`src/hw/rtl/kvs_pkg.sv`:
```
// Shared types, character codes and helpers for the framed key-value sum checker.
package kvs_pkg;

    // Width of the parsed value before it is reduced to the 32-bit result fields.
    localparam int VALUE_BITS = 32;
    localparam int ACC_W      = VALUE_BITS;
    localparam int PROD_W     = VALUE_BITS + 4;
    localparam int WIDE_W     = (VALUE_BITS > 32) ? VALUE_BITS : 32;
    localparam int OUT_W      = 32;

    // Magnitude of the most negative value: 2^(VALUE_BITS-1).
    localparam logic [PROD_W-1:0] LIM_NEG = {{(PROD_W-1){1'b0}}, 1'b1} << (VALUE_BITS - 1);

    localparam logic [7:0] RESET_START_CHAR = 8'd47;
    localparam logic [7:0] RESET_END_CHAR   = 8'd92;

    localparam logic [7:0] CH_TAB   = 8'd9;
    localparam logic [7:0] CH_NL    = 8'd10;
    localparam logic [7:0] CH_VT    = 8'd11;
    localparam logic [7:0] CH_FF    = 8'd12;
    localparam logic [7:0] CH_CR    = 8'd13;
    localparam logic [7:0] CH_SPACE = 8'd32;
    localparam logic [7:0] CH_PLUS  = 8'd43;
    localparam logic [7:0] CH_MINUS = 8'd45;
    localparam logic [7:0] CH_ZERO  = 8'd48;
    localparam logic [7:0] CH_NINE  = 8'd57;
    localparam logic [7:0] CH_COLON = 8'd58;

    localparam logic [2:0] KEY_LEN       = 3'd5;
    localparam logic [7:0] LINE_CNT_MAX  = 8'd255;

    localparam int CFG_IDX_W = 1;
    typedef enum logic [CFG_IDX_W-1:0] {
        CFG_START_CHAR = 1'b0,
        CFG_END_CHAR   = 1'b1
    } cfg_idx_t;

    localparam logic KIND_LINE    = 1'b0;
    localparam logic KIND_SUMMARY = 1'b1;

    // Result queue depth; an item may push two records at once.
    localparam int FIFO_DEPTH = 4;
    localparam int PTR_W      = 2;
    localparam int CNT_W      = 3;

    typedef enum logic [2:0] {
        PH_LEAD,
        PH_KEY,
        PH_VLEAD,
        PH_VWS,
        PH_NUM,
        PH_DONE
    } phase_t;

    typedef struct packed {
        logic              kind;
        logic [7:0]        line_number;
        logic              is_total_line;
        logic [OUT_W-1:0]  line_value;
        logic              bad_number;
        logic              total_seen;
        logic              sum_matches;
        logic [OUT_W-1:0]  frame_sum;
        logic              last;
    } rec_t;

    typedef struct packed {
        logic [1:0] count;
        rec_t       rec0;
        rec_t       rec1;
    } push_t;

    function automatic logic [7:0] total_key_char(input logic [2:0] pos);
        logic [7:0] ch;
        case (pos)
            3'd0:    ch = 8'd84;  // T
            3'd1:    ch = 8'd79;  // O
            3'd2:    ch = 8'd84;  // T
            3'd3:    ch = 8'd65;  // A
            3'd4:    ch = 8'd76;  // L
            default: ch = 8'd0;
        endcase
        return ch;
    endfunction

    function automatic logic is_digit(input logic [7:0] c);
        return (c >= CH_ZERO) && (c <= CH_NINE);
    endfunction

endpackage

```
`src/hw/rtl/kvs_parser.sv`:
```
// Byte parser: frame and line state, value accumulation and record generation.
module kvs_parser (
    input  logic                      clk,
    input  logic                      rst_n,
    input  logic                      accept,
    input  logic [7:0]                rx_byte,
    input  logic                      cfg_write,
    input  kvs_pkg::cfg_idx_t         cfg_index,
    input  logic [7:0]                cfg_data,
    output kvs_pkg::push_t            push
);
    import kvs_pkg::*;

    logic [7:0]        start_char_reg, start_char_next;
    logic [7:0]        end_char_reg, end_char_next;
    logic              in_frame_reg, in_frame_next;
    phase_t            phase_reg, phase_next;
    logic [2:0]        key_pos_reg, key_pos_next;
    logic              key_mismatch_reg, key_mismatch_next;
    logic              neg_reg, neg_next;
    logic [ACC_W-1:0]  accum_reg, accum_next;
    logic              vdigit_reg, vdigit_next;
    logic              vovf_reg, vovf_next;
    logic [OUT_W-1:0]  sum_reg, sum_next;
    logic [OUT_W-1:0]  total_reg, total_next;
    logic              tot_seen_reg, tot_seen_next;
    logic              err_reg, err_next;
    logic [7:0]        line_cnt_reg, line_cnt_next;

    // Line finish terms, shared by the state update and the records.
    logic              fl_has;
    logic              fl_is_total;
    logic              fl_bad;
    logic [WIDE_W-1:0] fl_wide;
    logic [WIDE_W-1:0] fl_wide_neg;
    logic [OUT_W-1:0]  fl_val;
    logic              fl_err;
    logic              fl_seen;
    logic [OUT_W-1:0]  fl_total;
    logic [OUT_W-1:0]  fl_sum;
    logic [7:0]        fl_cnt;
    logic              fl_match;

    // Digit step: accum * 10 + d, compared against the negative limit.
    logic [PROD_W-1:0] digit_prod;
    logic              digit_ovf;

    logic              is_blank;
    logic              is_vws;
    logic              is_end;
    logic              is_start;

    always_comb
    begin
        fl_has      = (phase_reg == PH_VLEAD) || (phase_reg == PH_VWS) ||
                      (phase_reg == PH_NUM) || (phase_reg == PH_DONE);
        fl_is_total = (key_pos_reg == KEY_LEN) && !key_mismatch_reg;
        fl_bad      = !vdigit_reg || vovf_reg ||
                      (!neg_reg && ({{(PROD_W-ACC_W){1'b0}}, accum_reg} >
                                    (LIM_NEG - {{(PROD_W-1){1'b0}}, 1'b1})));
        fl_wide     = {{(WIDE_W-ACC_W){1'b0}}, accum_reg};
        fl_wide_neg = {WIDE_W{1'b0}} - fl_wide;
        if (fl_bad)
            fl_val = '0;
        else if (neg_reg)
            fl_val = fl_wide_neg[OUT_W-1:0];
        else
            fl_val = fl_wide[OUT_W-1:0];
        fl_err   = err_reg | (fl_has & fl_bad);
        fl_seen  = tot_seen_reg | (fl_has & fl_is_total);
        fl_total = (fl_has && fl_is_total) ? fl_val : total_reg;
        fl_sum   = (fl_has && !fl_is_total && !fl_bad) ? (sum_reg + fl_val) : sum_reg;
        fl_cnt   = (fl_has && (line_cnt_reg != LINE_CNT_MAX)) ? (line_cnt_reg + 8'd1)
                                                              : line_cnt_reg;
        fl_match = fl_seen && !fl_err && (fl_sum == fl_total);
    end

    always_comb
    begin
        digit_prod = {1'b0, accum_reg, 3'b000} + {3'b000, accum_reg, 1'b0} +
                     {{(PROD_W-4){1'b0}}, rx_byte[3:0]};
        digit_ovf  = digit_prod > LIM_NEG;
        is_blank   = (rx_byte == CH_SPACE) || (rx_byte == CH_TAB);
        is_vws     = (rx_byte == CH_CR) || (rx_byte == CH_VT) || (rx_byte == CH_FF);
        is_end     = (rx_byte == end_char_reg);
        is_start   = (rx_byte == start_char_reg);
    end

    // Next state.
    always_comb
    begin
        phase_t eff_phase;
        logic   start_value;
        logic   take_digit;

        start_char_next   = start_char_reg;
        end_char_next     = end_char_reg;
        in_frame_next     = in_frame_reg;
        phase_next        = phase_reg;
        key_pos_next      = key_pos_reg;
        key_mismatch_next = key_mismatch_reg;
        neg_next          = neg_reg;
        accum_next        = accum_reg;
        vdigit_next       = vdigit_reg;
        vovf_next         = vovf_reg;
        sum_next          = sum_reg;
        total_next        = total_reg;
        tot_seen_next     = tot_seen_reg;
        err_next          = err_reg;
        line_cnt_next     = line_cnt_reg;
        start_value       = 1'b0;
        take_digit        = 1'b0;

        if (cfg_write) begin
            case (cfg_index)
                CFG_START_CHAR: start_char_next = cfg_data;
                CFG_END_CHAR:   end_char_next   = cfg_data;
                default:        ;
            endcase
        end

        // A non-blank at line start is handled as the first key byte.
        if (phase_reg == PH_LEAD && !is_blank)
            eff_phase = PH_KEY;
        else
            eff_phase = phase_reg;

        if (accept) begin
            if (!in_frame_reg || is_end || rx_byte == CH_NL) begin
                if (!in_frame_reg) begin
                    in_frame_next = is_start;
                end else if (is_end) begin
                    in_frame_next = 1'b0;
                end else begin
                    sum_next      = fl_sum;
                    total_next    = fl_total;
                    tot_seen_next = fl_seen;
                    err_next      = fl_err;
                    line_cnt_next = fl_cnt;
                end
                // Clear the line, and the frame on open or close.
                if (in_frame_reg || is_start) begin
                    phase_next        = PH_LEAD;
                    key_pos_next      = 3'd0;
                    key_mismatch_next = 1'b0;
                    neg_next          = 1'b0;
                    accum_next        = '0;
                    vdigit_next       = 1'b0;
                    vovf_next         = 1'b0;
                end
                if ((!in_frame_reg && is_start) || (in_frame_reg && is_end)) begin
                    sum_next      = '0;
                    total_next    = '0;
                    tot_seen_next = 1'b0;
                    err_next      = 1'b0;
                    line_cnt_next = 8'd0;
                end
            end else begin
                case (eff_phase)
                    PH_LEAD: ;
                    PH_KEY:
                    begin
                        phase_next = PH_KEY;
                        if (rx_byte == CH_COLON)
                            phase_next = PH_VLEAD;
                        else if (!key_mismatch_reg && key_pos_reg < KEY_LEN &&
                                 rx_byte == total_key_char(key_pos_reg))
                            key_pos_next = key_pos_reg + 3'd1;
                        else
                            key_mismatch_next = 1'b1;
                    end
                    PH_VLEAD:
                    begin
                        if (is_vws)
                            phase_next = PH_VWS;
                        else if (!is_blank)
                            start_value = 1'b1;
                    end
                    PH_VWS:
                    begin
                        if (rx_byte == CH_SPACE)
                            phase_next = PH_DONE;
                        else if (!(is_vws || rx_byte == CH_TAB))
                            start_value = 1'b1;
                    end
                    PH_NUM:
                    begin
                        if (is_digit(rx_byte))
                            take_digit = 1'b1;
                        else
                            phase_next = PH_DONE;
                    end
                    PH_DONE: ;
                    default: ;
                endcase

                if (start_value) begin
                    phase_next = PH_NUM;
                    if (rx_byte == CH_MINUS)
                        neg_next = 1'b1;
                    else if (is_digit(rx_byte))
                        take_digit = 1'b1;
                    else if (rx_byte != CH_PLUS)
                        phase_next = PH_DONE;
                end

                // Once overflowed, further digits leave the accumulator alone.
                if (take_digit) begin
                    vdigit_next = 1'b1;
                    if (!vovf_reg) begin
                        if (digit_ovf)
                            vovf_next = 1'b1;
                        else
                            accum_next = digit_prod[ACC_W-1:0];
                    end
                end
            end
        end
    end

    // Records caused by the accepted item.
    always_comb
    begin
        rec_t line_rec;
        rec_t sum_rec;

        line_rec.kind          = KIND_LINE;
        line_rec.line_number   = line_cnt_reg;
        line_rec.is_total_line = fl_is_total;
        line_rec.line_value    = fl_val;
        line_rec.bad_number    = fl_bad;
        line_rec.total_seen    = 1'b0;
        line_rec.sum_matches   = 1'b0;
        line_rec.frame_sum     = '0;
        line_rec.last          = !is_end;

        sum_rec.kind          = KIND_SUMMARY;
        sum_rec.line_number   = fl_cnt;
        sum_rec.is_total_line = 1'b0;
        sum_rec.line_value    = fl_total;
        sum_rec.bad_number    = fl_err;
        sum_rec.total_seen    = fl_seen;
        sum_rec.sum_matches   = fl_match;
        sum_rec.frame_sum     = fl_sum;
        sum_rec.last          = 1'b1;

        push.count = 2'd0;
        push.rec0  = line_rec;
        push.rec1  = sum_rec;
        if (accept && in_frame_reg) begin
            if (is_end) begin
                if (fl_has) begin
                    push.count = 2'd2;
                end else begin
                    push.count = 2'd1;
                    push.rec0  = sum_rec;
                end
            end else if (rx_byte == CH_NL && fl_has) begin
                push.count = 2'd1;
            end
        end
    end

    always_ff @(posedge clk or negedge rst_n)
    begin
        if (!rst_n) begin
            start_char_reg   <= RESET_START_CHAR;
            end_char_reg     <= RESET_END_CHAR;
            in_frame_reg     <= 1'b0;
            phase_reg        <= PH_LEAD;
            key_pos_reg      <= 3'd0;
            key_mismatch_reg <= 1'b0;
            neg_reg          <= 1'b0;
            accum_reg        <= '0;
            vdigit_reg       <= 1'b0;
            vovf_reg         <= 1'b0;
            sum_reg          <= '0;
            total_reg        <= '0;
            tot_seen_reg     <= 1'b0;
            err_reg          <= 1'b0;
            line_cnt_reg     <= 8'd0;
        end else begin
            start_char_reg   <= start_char_next;
            end_char_reg     <= end_char_next;
            in_frame_reg     <= in_frame_next;
            phase_reg        <= phase_next;
            key_pos_reg      <= key_pos_next;
            key_mismatch_reg <= key_mismatch_next;
            neg_reg          <= neg_next;
            accum_reg        <= accum_next;
            vdigit_reg       <= vdigit_next;
            vovf_reg         <= vovf_next;
            sum_reg          <= sum_next;
            total_reg        <= total_next;
            tot_seen_reg     <= tot_seen_next;
            err_reg          <= err_next;
            line_cnt_reg     <= line_cnt_next;
        end
    end

endmodule

```
`config.mk`:
```
export PLATFORM = sky130hd
export DESIGN_NAME = kvs_parser
export DESIGN_NICKNAME = d
export VERILOG_FILES = /design/src/hw/rtl/kvs_pkg.sv /design/src/hw/rtl/kvs_parser.sv
export SDC_FILE = /design/constraint.sdc
export NUM_CORES = 1
export LEC_CHECK = 0
export ABC_CLOCK_PERIOD_IN_PS = 8000
export BUFFER_PORTS_ARGS = -buffer_cell sky130_fd_sc_hd__buf_2
export CORE_MARGIN = 10
export CORE_UTILIZATION = 35
export DETAILED_ROUTE_END_ITERATION = 8
export GPL_TIMING_DRIVEN = 0
export SYNTH_ARGS = -nofsm -noshare
export SYNTH_HDL_FRONTEND = slang
export SYNTH_SLANG_ARGS = --single-unit
export TNS_END_PERCENT = 20
```
`constraint.sdc`:
```
create_clock -name clk -period 8 [get_ports clk]
set_input_delay 0.8 -clock clk [delete_from_list [all_inputs] [get_ports clk]]
set_output_delay 0.8 -clock clk [all_outputs]
set_load 0.01 [all_outputs]
```
==> flow_summary.json, run 1 <==
{
  "outcome": "finished, final reports clean",
  "drt_pre_antenna_iters": 5,
  "wl_met1_um": 22070,
  "final.setup.worst_slack_ns": 0.4290,
  "track_usage_pct": 21.60,
  "drt_iter0_markers": 1167,
  "syn2layout_area_growth_pct": 16.22,
  "die_w_um": 215.8,
  "clock.fmax_mhz": 132.1,
  "core_area_um2": 37760,
  "synth_flop_cell": "dfrtp_1",
  "synth_area_leaders": "dfrtp_1, ha_1, nand2_1, o21ai_0, xnor2_1",
  "finalCritPeriodShare_pct": 94.64,
  "hold_viol": 0,
  "clkTransAtPathRegs_ns": 0.06,
  "drc": 0,
  "async_reset_ff_share_pct": 100.0,
  "cts_resized": 0,
  "synthCells": 1718,
  "pin_count": 179,
  "utilization_pct": 41.29,
  "num_rows": 71,
  "diodes": 0,
  "yosys.area.top_type": "dfrtp_1",
  "detail-route-antenna-nets": 0,
  "ys_ff_latch": 133,
  "final.min_clock_period_ns": 7.571,
  "cts_tree": "yes",
  "timing.setup.tns_ns": 0,
  "max_cap_viol_count": 0,
  "setup_viol": 0,
  "cts_buffers": 17,
  "num_vias": 14040,
  "worstPathMaxFanout": 10,
  "fin_nets": 2036,
  "grt_pass1_wl_um": 79890,
  "wl_met2_um": 24860,
  "postCtsHoldBufs": 0,
  "dpl.hpwl_um": 41930,
  "clk_root_buffer_cell": "clkbuf_16",
  "cpMostUsedCell": "clkbuf_1",
  "ir_drop_v": 0.0001631,
  "die_area_um2": 46550,
  "critical_path_class": "register to primary output",
  "hold_path.class": "primary input to async pin",
  "tightest_slew_ns": 1.284,
  "finalWeightedCongestion": 0.9494,
  "cp_cell_sequence": "clkbuf_1, clkbuf_1, clkbuf_1, o21ai_0, xnor2_1, nor2_1, ha_1, a21oi_1, o21ai_0, a221o_1, a211oi_1, o31ai_1, nor2_1, xnor2_1, mux2i_1, a2111oi_0, nand4_1, and4bb_1, buf_4, buf_2",
  "syn_avg_cell_area_um2": 7.807,
  "dr_wl_met3_um": 3075,
  "antenna_found_initial": 1,
  "start_util_pct": 35.52,
  "htree_num_levels": 4,
  "fp.dieH_um": 215.8,
  "p_leak_nw": 7.299,
  "clock_sinks": 133,
  "worstPathRequired_ns": 7.20,
  "fin_skew_ns": 0.008902,
  "yosysSeqAreaShare_pct": 24.90,
  "insertion_delay_ns": 0.44,
  "routed_wl_um": 52250,
  "grt_pass1_vias": 13570,
  "drv_slew": 0,
  "io_buffers": 172,
  "ys_warn_count": 0,
  "wire_per_inst_um": 21.46,
  "synth_cell_type_count": 94,
  "grt_overflow_total": 0,
  "crit_path_end_kind": "primary output",
  "cp_data_arrival_time_ns": 6.77,
  "netlist_area_um2": 13410,
  "start_kind": "register",
  "via_per_inst": 5.767,
  "critPathMaxStageDelay_ns": 0.62,
  "layout-drive-gt1-share_pct": 15.49,
  "clock_path_buffers": 2,
  "relSlewSlack_pct": 13.07,
  "top_layer": "met5",
  "rsz0062_at_grt": "false",
  "grt_max_degree": 83,
  "synth_top_area_share_pct": 23.14,
  "post-place-ws_ns": 1.051,
  "synth-edff-count": 0,
  "cp_slowest_cell": "a211oi_1",
  "cts_setup_buffers": 0,
  "fill_cells": 3841,
  "cellPowerDensity_nw_per_um2": 158.6
}
[layout by cell type (no fill, tap or decap), types with 10 or more instances in the layout]
| cell type | n |
|---|---|
| a21o_1 | 19 |
| a21oi_1 | 107 |
| a22o_1 | 28 |
| a31oi_1 | 11 |
| and2_1 | 43 |
| and3_1 | 11 |
| and4_1 | 10 |
| buf_2 | 183 |
| clkbuf_1 | 81 |
| clkbuf_16 | 17 |
| dfrtp_1 | 124 |
| ha_1 | 101 |
| inv_1 | 63 |
| mux2_2 | 21 |
| mux2i_1 | 19 |
| nand2_1 | 223 |
| nand2b_1 | 15 |
| nand3_1 | 39 |
| nand4_1 | 36 |
| nor2_1 | 128 |
| nor2b_1 | 13 |
| nor3_1 | 44 |
| nor4_1 | 14 |
| o211ai_1 | 16 |
| o21a_1 | 17 |
| o21ai_0 | 159 |
| o21ai_1 | 15 |
| o31ai_1 | 23 |
| o41ai_1 | 17 |
| or3_1 | 17 |
| xnor2_1 | 68 |
| xor2_1 | 57 |
[power breakdown]
| group | internal (W) | switching, W |
|---|---|---|
| registers | 0.000725 | 0.0000582 |
| clock network | 0.000538 | 0.000328 |
| logic | 0.000266 | 0.000557 |
| total | 0.00153 | 0.000944 |
[layer usage]
layer	global-route usage [%]	vias to the layer above
met5	0	-
met4	10.07	2
met3	3.175	103
met2	36.39	553
met1	26.65	6762
li1	-	6622
[path summary, 6_finish.rpt]
check                      slack, ns  cells past startpoint           endpoint     startpoint
max in group asynchronous       6.89                      2      total_reg[31]          rst_n
max                             0.43                     20           push[33]        neg_reg
max reg2reg                     2.35                     18        sum_reg[31]  accum_reg[31]
min in group clk                0.48                      2       total_reg[2]   total_reg[2]
min reg2reg                     0.48                      2       total_reg[2]   total_reg[2]
min                             0.30                      1  start_char_reg[4]          rst_n
[critical path, delay by kind of cell, from the launching register on]
| kind | cells | cell delay, ns |
|---|---|---|
| AO/OA/AOI/OAI | 7 | 2.39 |
| buffers and inverters | 5 | 1.53 |
| AND/OR/NAND/NOR | 4 | 1.05 |
| flip-flops | 1 | 0.41 |
| XOR/XNOR | 2 | 0.37 |
| adder cells (fa/ha/maj) | 1 | 0.36 |
| multiplexers | 1 | 0.20 |
[cell families (layout without fill, tap and decap cells)]
family          count (synthesis)  after routing  synth area share [%]
other cells                     2              3               0.05600
buf+inv                       172            377                 5.299
compound gates                505            505                 24.78
flops                         133            133                 24.90
fa+ha+maj                     104            104                 9.870
xor+xnor                      127            127                 8.406
simple gates                  634            634                 23.43
mux                            41             41                 3.265
[cell usage after synthesis (all sizes together) (22+ instances only)]
cell type and instances:
nand2 224, o21ai 175, nor2 130, dfrtp 124, a21oi 112, ha 101
clkbuf 81, xnor2 69, inv 63, xor2 58, nor3 44, and2 43
nand3 39, nand4 36, a22o 28, buf 27, o31ai 23, mux2 22
[through the flow]
| stage | area, um2 | hold WS, ns | std cells | total power (W) |
|---|---|---|---|---|
| after floorplan | 13420 | 0.4478 | 1719 | 0.001344 |
| after global placement | 14920 | 0.4606 | 2402 | 0.001590 |
| after detailed placement | 14950 | 0.4651 | 2403 | 0.001610 |
| after global routing | 15590 | 0.3388 | 2435 | 0.002596 |
| final | 15590 | 0.3038 | 2435 | 0.002472 |
| after CTS | 15590 | 0.3226 | 2435 | 0.002468 |
[layout make-up]
cell class | instances | area (um2) | share of cell area (%)
repair buffers | 173 | 894.6 | 5.739
well taps | 511 | 639.4 | 4.102
multi-input cells | 1414 | 9370 | 60.11
plain buffers | 108 | 470.5 | 3.018
flip-flops and latches | 133 | 3339 | 21.42
clock buffers | 20 | 456.7 | 2.930
clock inverters | 12 | 176.4 | 1.132
inverters | 64 | 240.2 | 1.541
Note: power is estimated with default switching activity, not from simulation.
==> run 2: changes to the inputs <==
--- a/config.mk
+++ b/config.mk
@@ -11,6 +11,7 @@
 export CORE_UTILIZATION = 35
 export DETAILED_ROUTE_END_ITERATION = 8
 export GPL_TIMING_DRIVEN = 0
+export RECOVER_POWER = 50
 export SYNTH_ARGS = -nofsm -noshare
 export SYNTH_HDL_FRONTEND = slang
 export SYNTH_SLANG_ARGS = --single-unit
==> flow_summary.json, run 2 (synthesis results as in run 1) <==
{
  "outcome": "complete, but fails checks",
  "violations": "max-capacitance violations, max-slew violations",
  "r2r-end": "sum_reg[31]",
  "fin_area_um2": 15500,
  "clock_path_buffers": 2,
  "r2r_cells": 18,
  "final_common_cell": "nand2_1",
  "wire_per_inst_um": 21.43,
  "hold_end": "total_reg[9]",
  "via_per_inst": 5.772,
  "fin_skew_ns": 0.01100,
  "grt_pass1_wl_um": 79890,
  "place_area_um2": 14950,
  "power.net_switching_w": 0.0009477,
  "hold_viol": 0,
  "drc": 0,
  "postCtsHoldBufs": 0,
  "comb_power_share_pct": 33.2,
  "start_util_pct": 35.52,
  "grt_overflow_total": 0,
  "switching_share_pct": 38.31,
  "final_cell_mix": "nand2_1, o21ai_0, buf_2, nor2_1, dfrtp_1",
  "dp.cells": 2403,
  "cp_slowest_cell": "a211oi_1",
  "fin_nets": 2036,
  "detail-route-antenna-nets": 0,
  "worstPathRequired_ns": 7.20,
  "regArea_um2": 3339,
  "layout-drive-gt1-share_pct": 13.51,
  "cts_setup_buffers": 0,
  "worstPathMaxFanout": 10,
  "critPathMaxStageDelay_ns": 0.61,
  "cp_data_arrival_time_ns": 6.77,
  "fill_cells": 3861,
  "grt_max_degree": 83,
  "start_kind": "register",
  "p_clk_share_pct": 35.2,
  "routed_wl_um": 52190,
  "multiInputGateArea_um2": 9348,
  "io_buffers": 172,
  "core_area_um2": 37760,
  "hold_path.class": "register to register",
  "crit_path_end_kind": "primary output",
  "relSlewSlack_pct": -168.2,
  "tightest_slew_ns": 4.023,
  "antenna_found_initial": 1,
  "num_vias": 14060,
  "rsz0062_at_grt": "false",
  "die_area_um2": 46550,
  "grt_pass1_vias": 13570,
  "clk_root_buffer_cell": "clkbuf_16",
  "drt_pre_antenna_iters": 5,
  "max_cap_viol_count": 2,
  "finalWeightedCongestion": 0.9494,
  "die_w_um": 215.8,
  "cts_buffers": 17,
  "drt_iter0_markers": 1127,
  "finalCritPeriodShare_pct": 94.62,
  "syn2layout_area_growth_pct": 15.56,
  "critical_path.top_delay_family": "compound AO/OA/AOI/OAI gates",
  "cellPowerDensity_nw_per_um2": 159.6,
  "cp_cell_sequence": "clkbuf_1, clkbuf_1, clkbuf_1, o21ai_0, xnor2_1, nor2_1, ha_1, a21oi_1, o21ai_0, a221o_1, a211oi_1, o31ai_1, nor2_1, xnor2_1, mux2i_1, a2111oi_0, nand4_1, and4bb_1, buf_4, buf_2",
  "fin_cells": 2435,
  "timing.setup.tns_ns": 0,
  "p_leak_nw": 7.157,
  "p_int_w": 0.001526,
  "ir_drop_v": 0.0001635,
  "crit_buf_inv": 5,
  "num_rows": 71,
  "drv_slew": 136,
  "htree_num_levels": 4,
  "insertion_delay_ns": 0.44,
  "cts_tree": "yes",
  "cpMostUsedCell": "clkbuf_1",
  "dpl.hpwl_um": 41930,
  "cts_resized": 0,
  "fp.dieH_um": 215.8,
  "holdWs_ns": 0.4787,
  "clkTransAtPathRegs_ns": 0.06,
  "clock_sinks": 133,
  "rrSetupSlack_ns": 2.31,
  "setup_viol": 0,
  "seqPwrFrac_pct": 31.7,
  "clock.fmax_mhz": 132.1,
  "track_usage_pct": 21.60,
  "pin_count": 179,
  "reg2reg_from": "accum_reg[31]",
  "final.min_clock_period_ns": 7.570,
  "critical_path_class": "register to primary output",
  "diodes": 0,
  "min-delay-start": "total_reg[9]",
  "min_path_cells": 2
}
-- run 2: tightest hold or removal path, stage by stage (launching register included) --
cell and delay, ns:
dfrtp_1 0.34, nand2_1 0.05, o31ai_1 0.06
-- run 2: metal layers --
| metal | vias up | routed length, um | GRT usage [%] |
|---|---|---|---|
| li1 | 6612 | - | - |
| met1 | 6782 | 21770 | 26.65 |
| met2 | 559 | 24860 | 36.39 |
| met3 | 101 | 3338 | 3.175 |
| met4 | 2 | 2206 | 10.07 |
| met5 | - | 13 | 0 |
-- run 2: per-stage QoR --
stage	setup WS (ns)	util [%]	total power (W)
after floorplan	2.649	-	0.001344
after global placement	1.088	39.51	0.001590
after detailed placement	1.051	39.61	0.001610
after CTS	0.5518	41.29	0.002468
after global routing	0.05401	41.05	0.002593
final	0.4301	41.05	0.002474
-- run 2: power by group through the flow --
stage / registers (W) / logic (W) / clock network [W]
2_1_floorplan: 0.000773 / 0.000570 / 0
3_3_place_gp: 0.000792 / 0.000798 / 0
3_5_place_dp: 0.000795 / 0.000815 / 0
4_1_cts: 0.000783 / 0.000817 / 0.000868
5_1_grt: 0.000789 / 0.000902 / 0.000902
6_report: 0.000784 / 0.000820 / 0.000870
-- run 2: how the worst max path moves through the flow --
stage / startpoint / end / slack (ns) / depth (start not counted)
after floorplan: accum_reg[0] / push[33] / 2.65 / 21
after global placement: neg_reg / push[33] / 1.09 / 20
after detailed placement: neg_reg / push[33] / 1.05 / 20
after CTS: neg_reg / push[33] / 0.55 / 20
after global routing: neg_reg / push[33] / 0.05 / 20
final: neg_reg / push[33] / 0.43 / 20
-- run 2: area by class of cell --
cell class / instances / share of cell area (%)
multi-input combinational: 1414 / 60.31
sequential: 133 / 21.55
timing repair buffer: 173 / 5.385
tap: 511 / 4.125
buffer: 108 / 2.995
clock buffer: 20 / 2.947
inverter: 64 / 1.550
clock inverter: 12 / 1.138
==> run 3: changes to the inputs <==
--- a/config.mk
+++ b/config.mk
@@ -11,6 +11,7 @@
 export CORE_UTILIZATION = 35
 export DETAILED_ROUTE_END_ITERATION = 8
 export GPL_TIMING_DRIVEN = 0
+export MAX_ROUTING_LAYER = met4
 export RECOVER_POWER = 50
 export SYNTH_ARGS = -nofsm -noshare
 export SYNTH_HDL_FRONTEND = slang
==> flow_summary.json, run 3 (synthesis results as in run 1) <==
{
  "worstPathRequired_ns": 7.20,
  "cp_cell_sequence": "clkbuf_1, clkbuf_1, clkbuf_1, o21ai_0, xnor2_1, nor2_1, ha_1, a21oi_1, o21ai_0, a221o_1, a211oi_1, o31ai_1, nor2_1, xnor2_1, mux2i_1, a2111oi_0, nand4_1, and4bb_1, buf_4, buf_2",
  "critical_path_class": "register to primary output",
  "via_per_inst": 5.743,
  "fin_nets": 2037,
  "cts_resized": 0,
  "antenna_found_initial": 1,
  "htree_num_levels": 4,
  "grt_pass1_vias": 13690,
  "die_area_um2": 46550,
  "drv_slew": 142,
  "violations": "max-capacitance violations, max-slew violations",
  "cpMostUsedCell": "clkbuf_1",
  "track_usage_pct": 22.21,
  "outcome": "complete, but fails checks",
  "crit_path_end_kind": "primary output",
  "dpl.hpwl_um": 41760,
  "start_util_pct": 35.52,
  "finalCritPeriodShare_pct": 94.79,
  "clkTransAtPathRegs_ns": 0.06,
  "grt_overflow_total": 0,
  "grt_pass1_wl_um": 80540,
  "cts_tree": "yes",
  "hold_viol": 0,
  "num_vias": 14000,
  "cp_data_arrival_time_ns": 6.78,
  "wire_per_inst_um": 21.44,
  "tightest_slew_ns": 4.558,
  "timing.setup.tns_ns": 0,
  "postCtsHoldBufs": 0,
  "worstPathMaxFanout": 10,
  "final_cell_mix": "nand2_1, o21ai_0, buf_2, nor2_1, dfrtp_1",
  "drc": 0,
  "max_cap_viol_count": 3,
  "layout-drive-gt1-share_pct": 13.45,
  "clock_sinks": 133,
  "drt_iter0_markers": 1119,
  "rsz0062_at_grt": "false",
  "p_leak_nw": 7.170,
  "cp_slowest_cell": "a211oi_1",
  "core_area_um2": 37760,
  "relSlewSlack_pct": -203.9,
  "clock.fmax_mhz": 131.9,
  "fin_area_um2": 15530,
  "final_common_cell": "nand2_1",
  "fp.dieH_um": 215.8,
  "cts_buffers": 17,
  "final.min_clock_period_ns": 7.583,
  "die_w_um": 215.8,
  "ir_drop_v": 0.0001645,
  "insertion_delay_ns": 0.44,
  "cellPowerDensity_nw_per_um2": 161.9,
  "detail-route-antenna-nets": 0,
  "grt_max_degree": 94,
  "hold_path.class": "register to register",
  "num_rows": 71,
  "critPathMaxStageDelay_ns": 0.61,
  "start_kind": "register",
  "fin_skew_ns": 0.01404,
  "finalWeightedCongestion": 0.9515,
  "setup_viol": 0,
  "clk_root_buffer_cell": "clkbuf_16",
  "cts_setup_buffers": 0,
  "routed_wl_um": 52250,
  "drt_pre_antenna_iters": 6,
  "syn2layout_area_growth_pct": 15.77,
  "place_area_um2": 14960,
  "clock_path_buffers": 2,
  "pin_count": 179,
  "io_buffers": 172
}
run 3: power breakdown:
| group | leakage, nW | total, W | switching, W | internal, W |
|---|---|---|---|---|
| Clock | 0.313 | 0.000914 | 0.000330 | 0.000584 |
| Combinational | 5.06 | 0.000818 | 0.000555 | 0.000263 |
| Sequential | 1.80 | 0.000782 | 0.0000571 | 0.000725 |
| Total | 7.17 | 0.00251 | 0.000942 | 0.00157 |
run 3: layer usage:
layer  vias to the layer above  global-route usage (%)  part of all wire [%]
met5                         -                       -                     0
met2                       467                   36.89                    48
li1                       6627                       -                     -
met1                      6799                   26.80                    43
met3                       103                   2.881                   5.3
met4                         0                   8.965                   3.7
run 3: layout make-up:
class | count | area (um2)
antenna | 1 | 2.502
clock inverter | 13 | 230.2
multi-input combinational | 1414 | 9336
inverter | 64 | 240.2
sequential | 133 | 3339
fill | 3878 | 22230
buffer | 108 | 467.9
tap | 511 | 639.4
clock buffer | 19 | 432.9
timing repair buffer | 174 | 837.1
run 3: final timing paths:
| check | start | endpoint | slack, ns | cells past startpoint |
|---|---|---|---|---|
| setup / recovery | neg_reg | push[33] | 0.42 | 20 |
| hold / removal | total_reg[2] | total_reg[2] | 0.48 | 2 |
| setup reg to reg | vovf_reg | sum_reg[31] | 2.30 | 17 |
| hold reg to reg | total_reg[2] | total_reg[2] | 0.48 | 2 |
| max in group asynchronous | rst_n | sum_reg[23] | 1.38 | 2 |
| min in group asynchronous | rst_n | end_char_reg[1] | 1.04 | 1 |
run 3: per-stage QoR:
stage          total power (W)  util (%)  hold WS (ns)  setup WS [ns]  cells
4_1_cts               0.002511     41.39        0.2809         0.5823   2436
3_5_place_dp          0.001601     39.63        0.4663          1.073   2404
3_3_place_gp          0.001589     39.51        0.4603          1.020   2402
6_report              0.002514     41.12        0.4804         0.4169   2437
2_1_floorplan         0.001344         -        0.4478          2.649   1719
5_1_grt               0.002632     41.12        0.4991        0.03118   2437
run 3: critical path, delay by kind of cell (launching register included):
kind	cells	cell delay, ns
AOI/OAI and AO/OA	7	2.40
xor gates and xnor gates	2	0.42
adders and majority gates	1	0.41
buffers and inverters	5	1.54
DFF	1	0.41
muxes	1	0.19
and+or+nand+nor	4	0.96
